## src/dts_pkg.sv

```systemverilog
// ----------------------------------------------------------------------------
// dts_pkg
// shared constants and types for the depth-first topological sort block
// ----------------------------------------------------------------------------
package dts_pkg;
    localparam int MaxVertices = 32;
    localparam int VW          = 6;              // vertex number width
    localparam int AW          = $clog2(MaxVertices);

    typedef enum logic [1:0] {
        ACT_ADD   = 2'd0,
        ACT_RUN   = 2'd1,
        ACT_CLEAR = 2'd2,
        ACT_NONE  = 2'd3
    } t_action;

    typedef enum logic [1:0] {
        COL_WHITE = 2'd0,
        COL_GRAY  = 2'd1,
        COL_BLACK = 2'd2
    } t_colour;
endpackage

```

## src/dts_ram.sv

```systemverilog
// ----------------------------------------------------------------------------
// dts_ram
// generic synchronous ram with one write port and one read port, registered read
// ----------------------------------------------------------------------------
module dts_ram #(
    parameter int Width = 8,
    parameter int Depth = 32
) (
    input  logic                     i_clk,
    input  logic                     i_we,
    input  logic [$clog2(Depth)-1:0] i_waddr,
    input  logic [Width-1:0]         i_wdata,
    input  logic [$clog2(Depth)-1:0] i_raddr,
    output logic [Width-1:0]         o_rdata
);
    logic [Width-1:0] r_mem [Depth];

    always_ff @(posedge i_clk) begin
        if (i_we) begin
            r_mem[i_waddr] <= i_wdata;
        end
        o_rdata <= r_mem[i_raddr];
    end
endmodule

```

## src/dfs_topological_sort.sv

```systemverilog
// ----------------------------------------------------------------------------
// dfs_topological_sort
// adjacency matrix loader and depth-first topological sort with cycle check
// ----------------------------------------------------------------------------
// Edge loads read the adjacency row, then write it back with the new
// bit. A clear sweeps every adjacency row to zero, during which no
// transaction is accepted; reset performs the same sweep. A run walks the
// graph with the stack top held in registers: each step reads a row and
// scans it for the next neighbor, a finished vertex is popped through a
// stack read, each root candidate is tried in turn, and the results are
// output at one per cycle while the receiver is ready. Colors are in
// flip-flops and reset at the start of every run. Stack and finish order
// are rams that are read only where written.
module dfs_topological_sort (
    input  logic        i_clk,
    input  logic        i_rst_n,
    input  logic        i_cfg_we,
    input  logic [5:0]  i_cfg_wdata,
    input  logic        i_valid,
    output logic        o_ready,
    input  logic [1:0]  i_action,
    input  logic [5:0]  i_edge_from,
    input  logic [5:0]  i_edge_to,
    output logic        o_valid,
    input  logic        i_ready,
    output logic        o_kind,
    output logic [5:0]  o_value,
    output logic        o_last
);
    localparam int N  = dts_pkg::MaxVertices;
    localparam int AW = dts_pkg::AW;
    localparam int VW = dts_pkg::VW;

    typedef enum logic [3:0] {
        S_CLEAR, S_IDLE, S_ROOT, S_READ, S_STEP, S_STAT, S_OUTRD, S_OUT, S_ADD
    } t_state;

    t_state          r_state;
    logic [VW-1:0]   r_count;
    logic [AW-1:0]   r_clr;
    logic [VW-1:0]   r_n;
    logic [VW-1:0]   r_root;
    logic [VW-1:0]   r_depth;
    logic [VW-1:0]   r_fin;
    logic [VW-1:0]   r_top_v;
    logic [VW-1:0]   r_top_next;
    logic [1:0]      r_col [N];
    logic [AW-1:0]   r_efrom;
    logic [VW-1:0]   r_eto;
    logic            r_ovalid;
    logic            r_okind;
    logic [VW-1:0]   r_ovalue;
    logic            r_olast;

    // ram ports
    logic            adj_we;
    logic [AW-1:0]   adj_waddr, adj_raddr;
    logic [N-1:0]    adj_wdata, adj_rdata;
    logic            stk_we;
    logic [AW-1:0]   stk_waddr, stk_raddr;
    logic [2*VW-1:0] stk_wdata, stk_rdata;
    logic            fin_we;
    logic [AW-1:0]   fin_waddr, fin_raddr;
    logic [VW-1:0]   fin_wdata, fin_rdata;

    dts_ram #(.Width(N), .Depth(N)) u_adj (
        .i_clk(i_clk), .i_we(adj_we), .i_waddr(adj_waddr), .i_wdata(adj_wdata),
        .i_raddr(adj_raddr), .o_rdata(adj_rdata));
    dts_ram #(.Width(2*VW), .Depth(N)) u_stk (
        .i_clk(i_clk), .i_we(stk_we), .i_waddr(stk_waddr), .i_wdata(stk_wdata),
        .i_raddr(stk_raddr), .o_rdata(stk_rdata));
    dts_ram #(.Width(VW), .Depth(N)) u_fin (
        .i_clk(i_clk), .i_we(fin_we), .i_waddr(fin_waddr), .i_wdata(fin_wdata),
        .i_raddr(fin_raddr), .o_rdata(fin_rdata));

    logic [VW-1:0] eff_n;
    assign eff_n = (r_count > VW'(N)) ? VW'(N) : r_count;

    // vertex v maps to ram row v-1
    function automatic logic [AW-1:0] f_row(input logic [VW-1:0] v);
        logic [VW-1:0] t;
        t = v - VW'(1);
        return t[AW-1:0];
    endfunction

    // first set neighbor w >= r_top_next, w <= r_n; w is bit w-1 of the row
    logic [VW-1:0] nb_w;
    logic          nb_found;
    always_comb begin
        nb_w = '0;
        nb_found = 1'b0;
        for (int j = N; j >= 1; j--) begin
            if (adj_rdata[j-1] && VW'(j) >= r_top_next && VW'(j) <= r_n) begin
                nb_w = VW'(j);
                nb_found = 1'b1;
            end
        end
    end

    logic [1:0] nb_col;
    assign nb_col = r_col[f_row(nb_w)];

    assign o_ready = (r_state == S_IDLE) && !r_ovalid;
    assign o_valid = r_ovalid;
    assign o_kind  = r_okind;
    assign o_value = r_ovalue;
    assign o_last  = r_olast;

    logic accept;
    assign accept = i_valid && o_ready;
    logic out_free;
    assign out_free = !r_ovalid || i_ready;

    // a new result enters the output register this cycle
    logic out_load;
    assign out_load = out_free && ((r_state == S_STAT) || (r_state == S_OUT) ||
                      (r_state == S_STEP && nb_found && nb_col == dts_pkg::COL_GRAY));

    always_comb begin
        adj_we    = 1'b0;
        adj_waddr = r_efrom;
        adj_wdata = adj_rdata | (N'(1) << (r_eto - VW'(1)));
        adj_raddr = f_row(r_top_v);
        stk_we    = 1'b0;
        stk_waddr = r_depth[AW-1:0];
        stk_wdata = {r_top_v, r_top_next};
        stk_raddr = f_row(r_depth - VW'(1));
        fin_we    = 1'b0;
        fin_waddr = r_fin[AW-1:0];
        fin_wdata = r_top_v;
        fin_raddr = f_row(r_fin);
        unique case (r_state)
            S_CLEAR: begin
                adj_we = 1'b1; adj_waddr = r_clr; adj_wdata = '0;
            end
            S_IDLE: adj_raddr = f_row(i_edge_from);
            S_ADD:  adj_we = 1'b1;
            S_STEP: begin
                if (nb_found && nb_col == dts_pkg::COL_WHITE) begin
                    // save current top with advanced pointer before push
                    stk_we = 1'b1;
                    stk_waddr = f_row(r_depth);
                    stk_wdata = {r_top_v, nb_w + VW'(1)};
                end else if (!nb_found) begin
                    fin_we = 1'b1;
                    stk_raddr = f_row(r_depth - VW'(1));
                end
            end
            // read ahead the entry for the count after this result
            S_OUT: if (out_free) fin_raddr = f_row(r_fin - VW'(1));
            default: ;
        endcase
    end

    always_ff @(posedge i_clk) begin
        if (!i_rst_n) begin
            r_state  <= S_CLEAR;
            r_clr    <= '0;
            r_count  <= VW'(N);
            r_ovalid <= 1'b0;
            r_depth  <= '0;
            r_fin    <= '0;
        end else begin
            if (i_cfg_we) r_count <= i_cfg_wdata;
            if (out_load) r_ovalid <= 1'b1;
            else if (i_ready) r_ovalid <= 1'b0;
            unique case (r_state)
                S_CLEAR: begin
                    r_clr <= r_clr + AW'(1);
                    if (r_clr == AW'(N - 1)) r_state <= S_IDLE;
                end
                S_IDLE: if (accept) begin
                    r_efrom <= f_row(i_edge_from);
                    r_eto   <= i_edge_to;
                    unique case (dts_pkg::t_action'(i_action))
                        dts_pkg::ACT_ADD:
                            if (i_edge_from >= VW'(1) && i_edge_from <= eff_n &&
                                i_edge_to >= VW'(1) && i_edge_to <= eff_n)
                                r_state <= S_ADD;
                        dts_pkg::ACT_RUN: begin
                            r_n     <= eff_n;
                            r_root  <= VW'(1);
                            r_depth <= '0;
                            r_fin   <= '0;
                            for (int k = 0; k < N; k++) r_col[k] <= dts_pkg::COL_WHITE;
                            r_state <= S_ROOT;
                        end
                        dts_pkg::ACT_CLEAR: begin
                            r_clr <= '0;
                            r_state <= S_CLEAR;
                        end
                        default: ;
                    endcase
                end
                S_ADD: r_state <= S_IDLE;
                S_ROOT: begin
                    if (r_root > r_n) begin
                        r_state <= S_STAT;
                    end else if (r_col[f_row(r_root)] == dts_pkg::COL_WHITE) begin
                        r_col[f_row(r_root)] <= dts_pkg::COL_GRAY;
                        r_top_v    <= r_root;
                        r_top_next <= VW'(1);
                        r_depth    <= VW'(1);
                        r_state    <= S_READ;
                    end
                    r_root <= r_root + VW'(1);
                end
                S_READ: r_state <= S_STEP;
                S_STEP: begin
                    if (nb_found) begin
                        if (nb_col == dts_pkg::COL_GRAY) begin
                            // cycle: status 0 only
                            if (out_free) begin
                                r_okind  <= 1'b0;
                                r_ovalue <= '0;
                                r_olast  <= 1'b1;
                                r_state  <= S_IDLE;
                            end
                        end else if (nb_col == dts_pkg::COL_WHITE) begin
                            r_col[f_row(nb_w)] <= dts_pkg::COL_GRAY;
                            r_top_v    <= nb_w;
                            r_top_next <= VW'(1);
                            r_depth    <= r_depth + VW'(1);
                            r_state    <= S_READ;
                        end else begin
                            r_top_next <= nb_w + VW'(1);
                            r_state    <= S_READ;
                        end
                    end else begin
                        r_col[f_row(r_top_v)] <= dts_pkg::COL_BLACK;
                        r_fin   <= r_fin + VW'(1);
                        r_depth <= r_depth - VW'(1);
                        // popped entry data arrives next cycle
                        r_state <= (r_depth == VW'(1)) ? S_ROOT : S_OUTRD;
                    end
                end
                S_OUTRD: begin
                    // stack pop: stack ram holds parent with saved pointer
                    r_top_v    <= stk_rdata[2*VW-1:VW];
                    r_top_next <= stk_rdata[VW-1:0];
                    r_state    <= S_READ;
                end
                S_STAT: if (out_free) begin
                    r_okind  <= 1'b0;
                    r_ovalue <= VW'(1);
                    r_olast  <= (r_fin == '0);
                    r_state  <= (r_fin == '0) ? S_IDLE : S_OUT;
                end
                S_OUT: if (out_free) begin
                    // fin_rdata holds the entry at r_fin-1
                    r_okind  <= 1'b1;
                    r_ovalue <= fin_rdata;
                    r_olast  <= (r_fin == VW'(1));
                    r_fin    <= r_fin - VW'(1);
                    if (r_fin == VW'(1)) r_state <= S_IDLE;
                end
                default: r_state <= S_IDLE;
            endcase
        end
    end

`ifndef SYNTHESIS
    a_no_accept_busy: assert property (@(posedge i_clk) disable iff (!i_rst_n)
        (r_state != S_IDLE) |-> !o_ready) else $error("ready while busy");
    a_depth_bound: assert property (@(posedge i_clk) disable iff (!i_rst_n)
        r_depth <= VW'(N)) else $error("stack overflow");
    a_fin_bound: assert property (@(posedge i_clk) disable iff (!i_rst_n)
        r_fin <= VW'(N)) else $error("finish list overflow");
`endif
endmodule
```

## config.mk

```make
export PLATFORM = sky130hd
export DESIGN_NAME = dfs_topological_sort
export DESIGN_NICKNAME = d
export VERILOG_FILES = /design/src/dts_pkg.sv /design/src/dts_ram.sv /design/src/dfs_topological_sort.sv
export SDC_FILE = /design/constraint.sdc
export NUM_CORES = 2
export LEC_CHECK = 0
export ABC_AREA = 1
export ABC_CLOCK_PERIOD_IN_PS = 6750
export BUFFER_PORTS_ARGS = -buffer_cell sky130_fd_sc_hd__buf_2
export CAP_MARGIN = 10
export CORE_ASPECT_RATIO = 1.4
export CORE_MARGIN = 8
export CORE_UTILIZATION = 51
export DETAILED_ROUTE_END_ITERATION = 8
export PLACE_DENSITY = 0.74
export SYNTH_ARGS = -nofsm -noshare
export SYNTH_HDL_FRONTEND = slang
export SYNTH_HIERARCHICAL = 1
export SYNTH_SLANG_ARGS = --single-unit
```

## constraint.sdc

```tcl
create_clock -name i_clk -period 6.75 [get_ports i_clk]
set_clock_uncertainty 0.05 [all_clocks]
set_input_delay 1.35 -clock i_clk [delete_from_list [all_inputs] [get_ports i_clk]]
set_output_delay 1.35 -clock i_clk [all_outputs]
set_load 0.02 [all_outputs]
```

==> flow_metrics.env <==
export IMPL_synth_edf_count=1707
export IMPL_stdcell_count=9146
export IMPL_n_fill_cell=12200
export IMPL_crit_path_top_delay_cell="edfxtp_1"
export IMPL_post_cts_resized=0
export IMPL_synth_xor_area_share=0.00467
export IMPL_maxCapViolCount=0
export IMPL_antenna_left=0
export IMPL_die_x_um=345
export IMPL_crit_top_cell="nand2_1"
export IMPL_globalplace_congestion=0.904
export IMPL_combPwrFrac=0.397
export IMPL_cp_end_kind="flip-flop"
export IMPL_coreArea_um2=151000
export IMPL_synth_compound_area_frac=0.0167
export IMPL_seq_power_share=0.378
export IMPL_synth_simple_area_share=0.242
export IMPL_grt_pass1_wl_um=308000
export IMPL_peakVddDrop_v=0.000459
export IMPL_leakagePower_nw=31.7
export IMPL_critPathKind="flip-flop to flip-flop"
export IMPL_period_needed_ns=6.33
export IMPL_critPathRequiredTime_ns=7.19
export IMPL_die_h_um=476
export IMPL_clkTransAtPathRegs_ns=0.06
export IMPL_ys_seq_elements=1785
export IMPL_outcome="finished clean"
export IMPL_drv_slew=0
export IMPL_area_growth_pct=9.23
export IMPL_yosys_area_top_type="edfxtp_1"
export IMPL_dr_pass1_iters=8
export IMPL_intPower_mw=23.4
export IMPL_clkPwrFrac=0.225
export IMPL_synth_net_count=7155
export IMPL_async_flop_share=0
export IMPL_detail_route_wl_per_cell_um=22.5
export IMPL_grt_util_all_layers=0.244
export IMPL_layout_common_cells="nand2_1, edfxtp_1, nand3_1"
export IMPL_cts_buffer_depth=3
export IMPL_tritoncts="done"
export IMPL_relSlewSlack=0.0734
export IMPL_start_util=0.512
export IMPL_post_cts_buffers=0
export IMPL_hold_path_class="flip-flop to flip-flop"
export IMPL_swShare=0.407
export IMPL_worst_path_largest_cell_delay_ns=0.48
export IMPL_switching_power_mw=16.0
export IMPL_yosysWarnings=6
export IMPL_cts_buffers_inserted=157
export IMPL_grt_ovfl_total=0
export IMPL_final_cell_area_um2=84200
export IMPL_ys_flop_type="edfxtp_1"
export IMPL_cp_arrival_ns=6.77
export IMPL_fin_crit_sh=0.938
export IMPL_cp_max_fo=18
export IMPL_final_nets=7123
export IMPL_post_dp_cell_area_um2=79100
export IMPL_io_buffers=34
export IMPL_root_buffer="clkbuf_16"
export IMPL_hpwl_um=120000
export IMPL_grt_max_degree=218
export IMPL_pwr_density_cell_nw_per_um2=468
export IMPL_timing_fmax_mhz=158
export IMPL_finalSetupViolations=0
export IMPL_ctsHoldBuffers=0
export IMPL_rows=169
export IMPL_wl_um=206000
export IMPL_final_common_cell="nand2_1"
export IMPL_synth_top_family_by_area="simple AND/OR/NAND/NOR gates"
export IMPL_postSynthAreaPerCell_um2=10.9
export IMPL_h_tree_depth=4
export IMPL_cts_sinks=1785
export IMPL_rsz0062_at_grt="true"
export IMPL_ys_seq_area_frac=0.685
export IMPL_start_kind="flip-flop"
export IMPL_die_area_um2=164000
export IMPL_netlist_top_cells_area="edfxtp_1, nand2_1, nand3_1, dfxtp_1, nor2_1"
export IMPL_cp_num_buf_inv=5
export IMPL_yosys_cell_types_count=58
export IMPL_drt_iter0_drc=6075
export IMPL_dp_cells=8859
export IMPL_synthMuxAreaShare=0
export IMPL_synth_area_um2=77100
export IMPL_route_vias_total=53500
export IMPL_routed_via_density=5.85
export IMPL_netlist_instances=7089
export IMPL_synthAdderAreaFrac=0.00665
export IMPL_insertion_delay_ns=0.79
export IMPL_drc=0
export IMPL_drive_above_1_share=0.0839
export IMPL_pin_count=35
export IMPL_hold_violations=0
export IMPL_antenna_found_initial=2
export IMPL_worst_slew_pin_slew_ns=1.39
export IMPL_yosys_area_top_type_share=0.665
export IMPL_grt_pass1_vias=52100
export IMPL_critical_path_top_delay_family="simple AND/OR/NAND/NOR gates"
[cell type report]
| type | count | area (µm²) | share of cell area |
|---|---|---|---|
| antenna | 1 | 2.50 | 0.0000297 |
| inverter | 262 | 1030 | 0.0122 |
| tap | 1966 | 2460 | 0.0292 |
| timing repair buffer | 197 | 1520 | 0.0180 |
| sequential | 1785 | 52800 | 0.627 |
| clock inverter | 79 | 805 | 0.00955 |
| clock buffer | 202 | 4250 | 0.0505 |
| multi-input combinational | 4654 | 21300 | 0.253 |
[worst min-delay path: cells and delay by family, from the launching register on]
kind            cells  cell delay [ns]
flops               1             0.31
buf+inv             1             0.07
compound gates      1             0.06
[state kept, by name, indices dropped and copies added (netlist names), 4 cells and up]
signal,flops
u_adj/r_mem,1024
u_stk/r_mem,384
u_fin/r_mem,192
r_col,64
u_adj/o_rdata,32
u_stk/o_rdata,12
fin_wdata,6
o_value,6
r_count,6
r_depth,6
r_eto,6
r_fin,6
r_n,6
r_root,6
r_top_next,6
u_fin/o_rdata,6
r_clr,5
r_efrom,5
r_state,4
[cell usage after synthesis, types with 2 or more instances]
| library cell | count |
|---|---|
| a32oi_1 | 2 |
| nor3_1 | 20 |
| nor2_1 | 290 |
| a211oi_1 | 5 |
| a311oi_1 | 4 |
| nor4_1 | 13 |
| edfxtp_1 | 1707 |
| ha_1 | 41 |
| buf_4 | 54 |
| dfxtp_1 | 78 |
| xnor2_1 | 8 |
| clkinv_1 | 5 |
| o221ai_1 | 5 |
| clkbuf_1 | 77 |
| nor3b_1 | 2 |
| buf_6 | 76 |
| xor2_1 | 25 |
| o31ai_1 | 2 |
| o311ai_0 | 15 |
| nand4_1 | 11 |
| buf_8 | 5 |
| buf_2 | 148 |
| a31oi_1 | 7 |
| a21oi_1 | 73 |
| nand2_2 | 27 |
| nor2_2 | 5 |
| nor2_4 | 8 |
| o22ai_1 | 6 |
| nand2_1 | 2554 |
| o2111ai_1 | 7 |
| or2_2 | 2 |
| o21ai_0 | 70 |
| o32ai_1 | 2 |
| o211ai_1 | 4 |
| buf_1 | 28 |
| inv_2 | 19 |
| nand2_4 | 10 |
| nor2_8 | 6 |
| nand3_2 | 11 |
| inv_4 | 3 |
| xor2_4 | 2 |
| o21ai_1 | 9 |
| nand3_1 | 1388 |
| inv_1 | 234 |
| nand3b_1 | 8 |
[metal layers]
| metal | routed length [µm] | GRT usage | vias to the layer above |
|---|---|---|---|
| met5 | 13 | 0 | - |
| met1 | 76600 | 0.311 | 25900 |
| met2 | 100000 | 0.408 | 2788 |
| met3 | 18800 | 0.0414 | 558 |
| met4 | 10000 | 0.114 | 2 |
| li1 | - | - | 24300 |
[per-stage QoR]
step	power, mW	setup TNS, ns	hold WS, ns	setup WS (ns)	utilization
6_report	39.4	0	0.436	0.417	0.559
5_1_grt	41.4	-1.09	0.461	-0.0780	0.559
4_1_cts	39.2	0	0.435	0.105	0.558
3_5_place_dp	30.5	0	0.424	0.121	0.524
3_3_place_gp	30.1	0	0.422	0.0791	0.524
2_1_floorplan	25.7	0	0.395	0.610	-
[power by group through the flow]
stage | Combinational (mW) | Clock (mW) | Sequential (mW)
global route | 17.1 | 9.37 | 15.0
finish | 15.6 | 8.86 | 14.9
global placement | 15.0 | 0 | 15.1
floorplan | 10.6 | 0 | 15.1
detailed placement | 15.3 | 0 | 15.1
CTS | 15.4 | 8.95 | 14.9
[kinds of logic after synthesis]
family,Yosys count
compound gates,217
xor+xnor,36
fa+ha+maj,41
buf+inv,650
flops,1785
simple gates,4360
[final timing paths]
path / slack, ns / from / cells after the start / to
min reg2reg: 0.44 / r_count[0]$_SDFFE_PN0P_ / 2 / r_count[0]$_SDFFE_PN0P_
min: 0.44 / r_count[0]$_SDFFE_PN0P_ / 2 / r_count[0]$_SDFFE_PN0P_
max reg2reg: 0.42 / r_top_next[1]$_DFFE_PP_ / 43 / u_stk/r_mem[31][1]$_DFFE_PP_
max: 0.42 / r_top_next[1]$_DFFE_PP_ / 43 / u_stk/r_mem[31][1]$_DFFE_PP_
(Power assumes the default switching activity.)
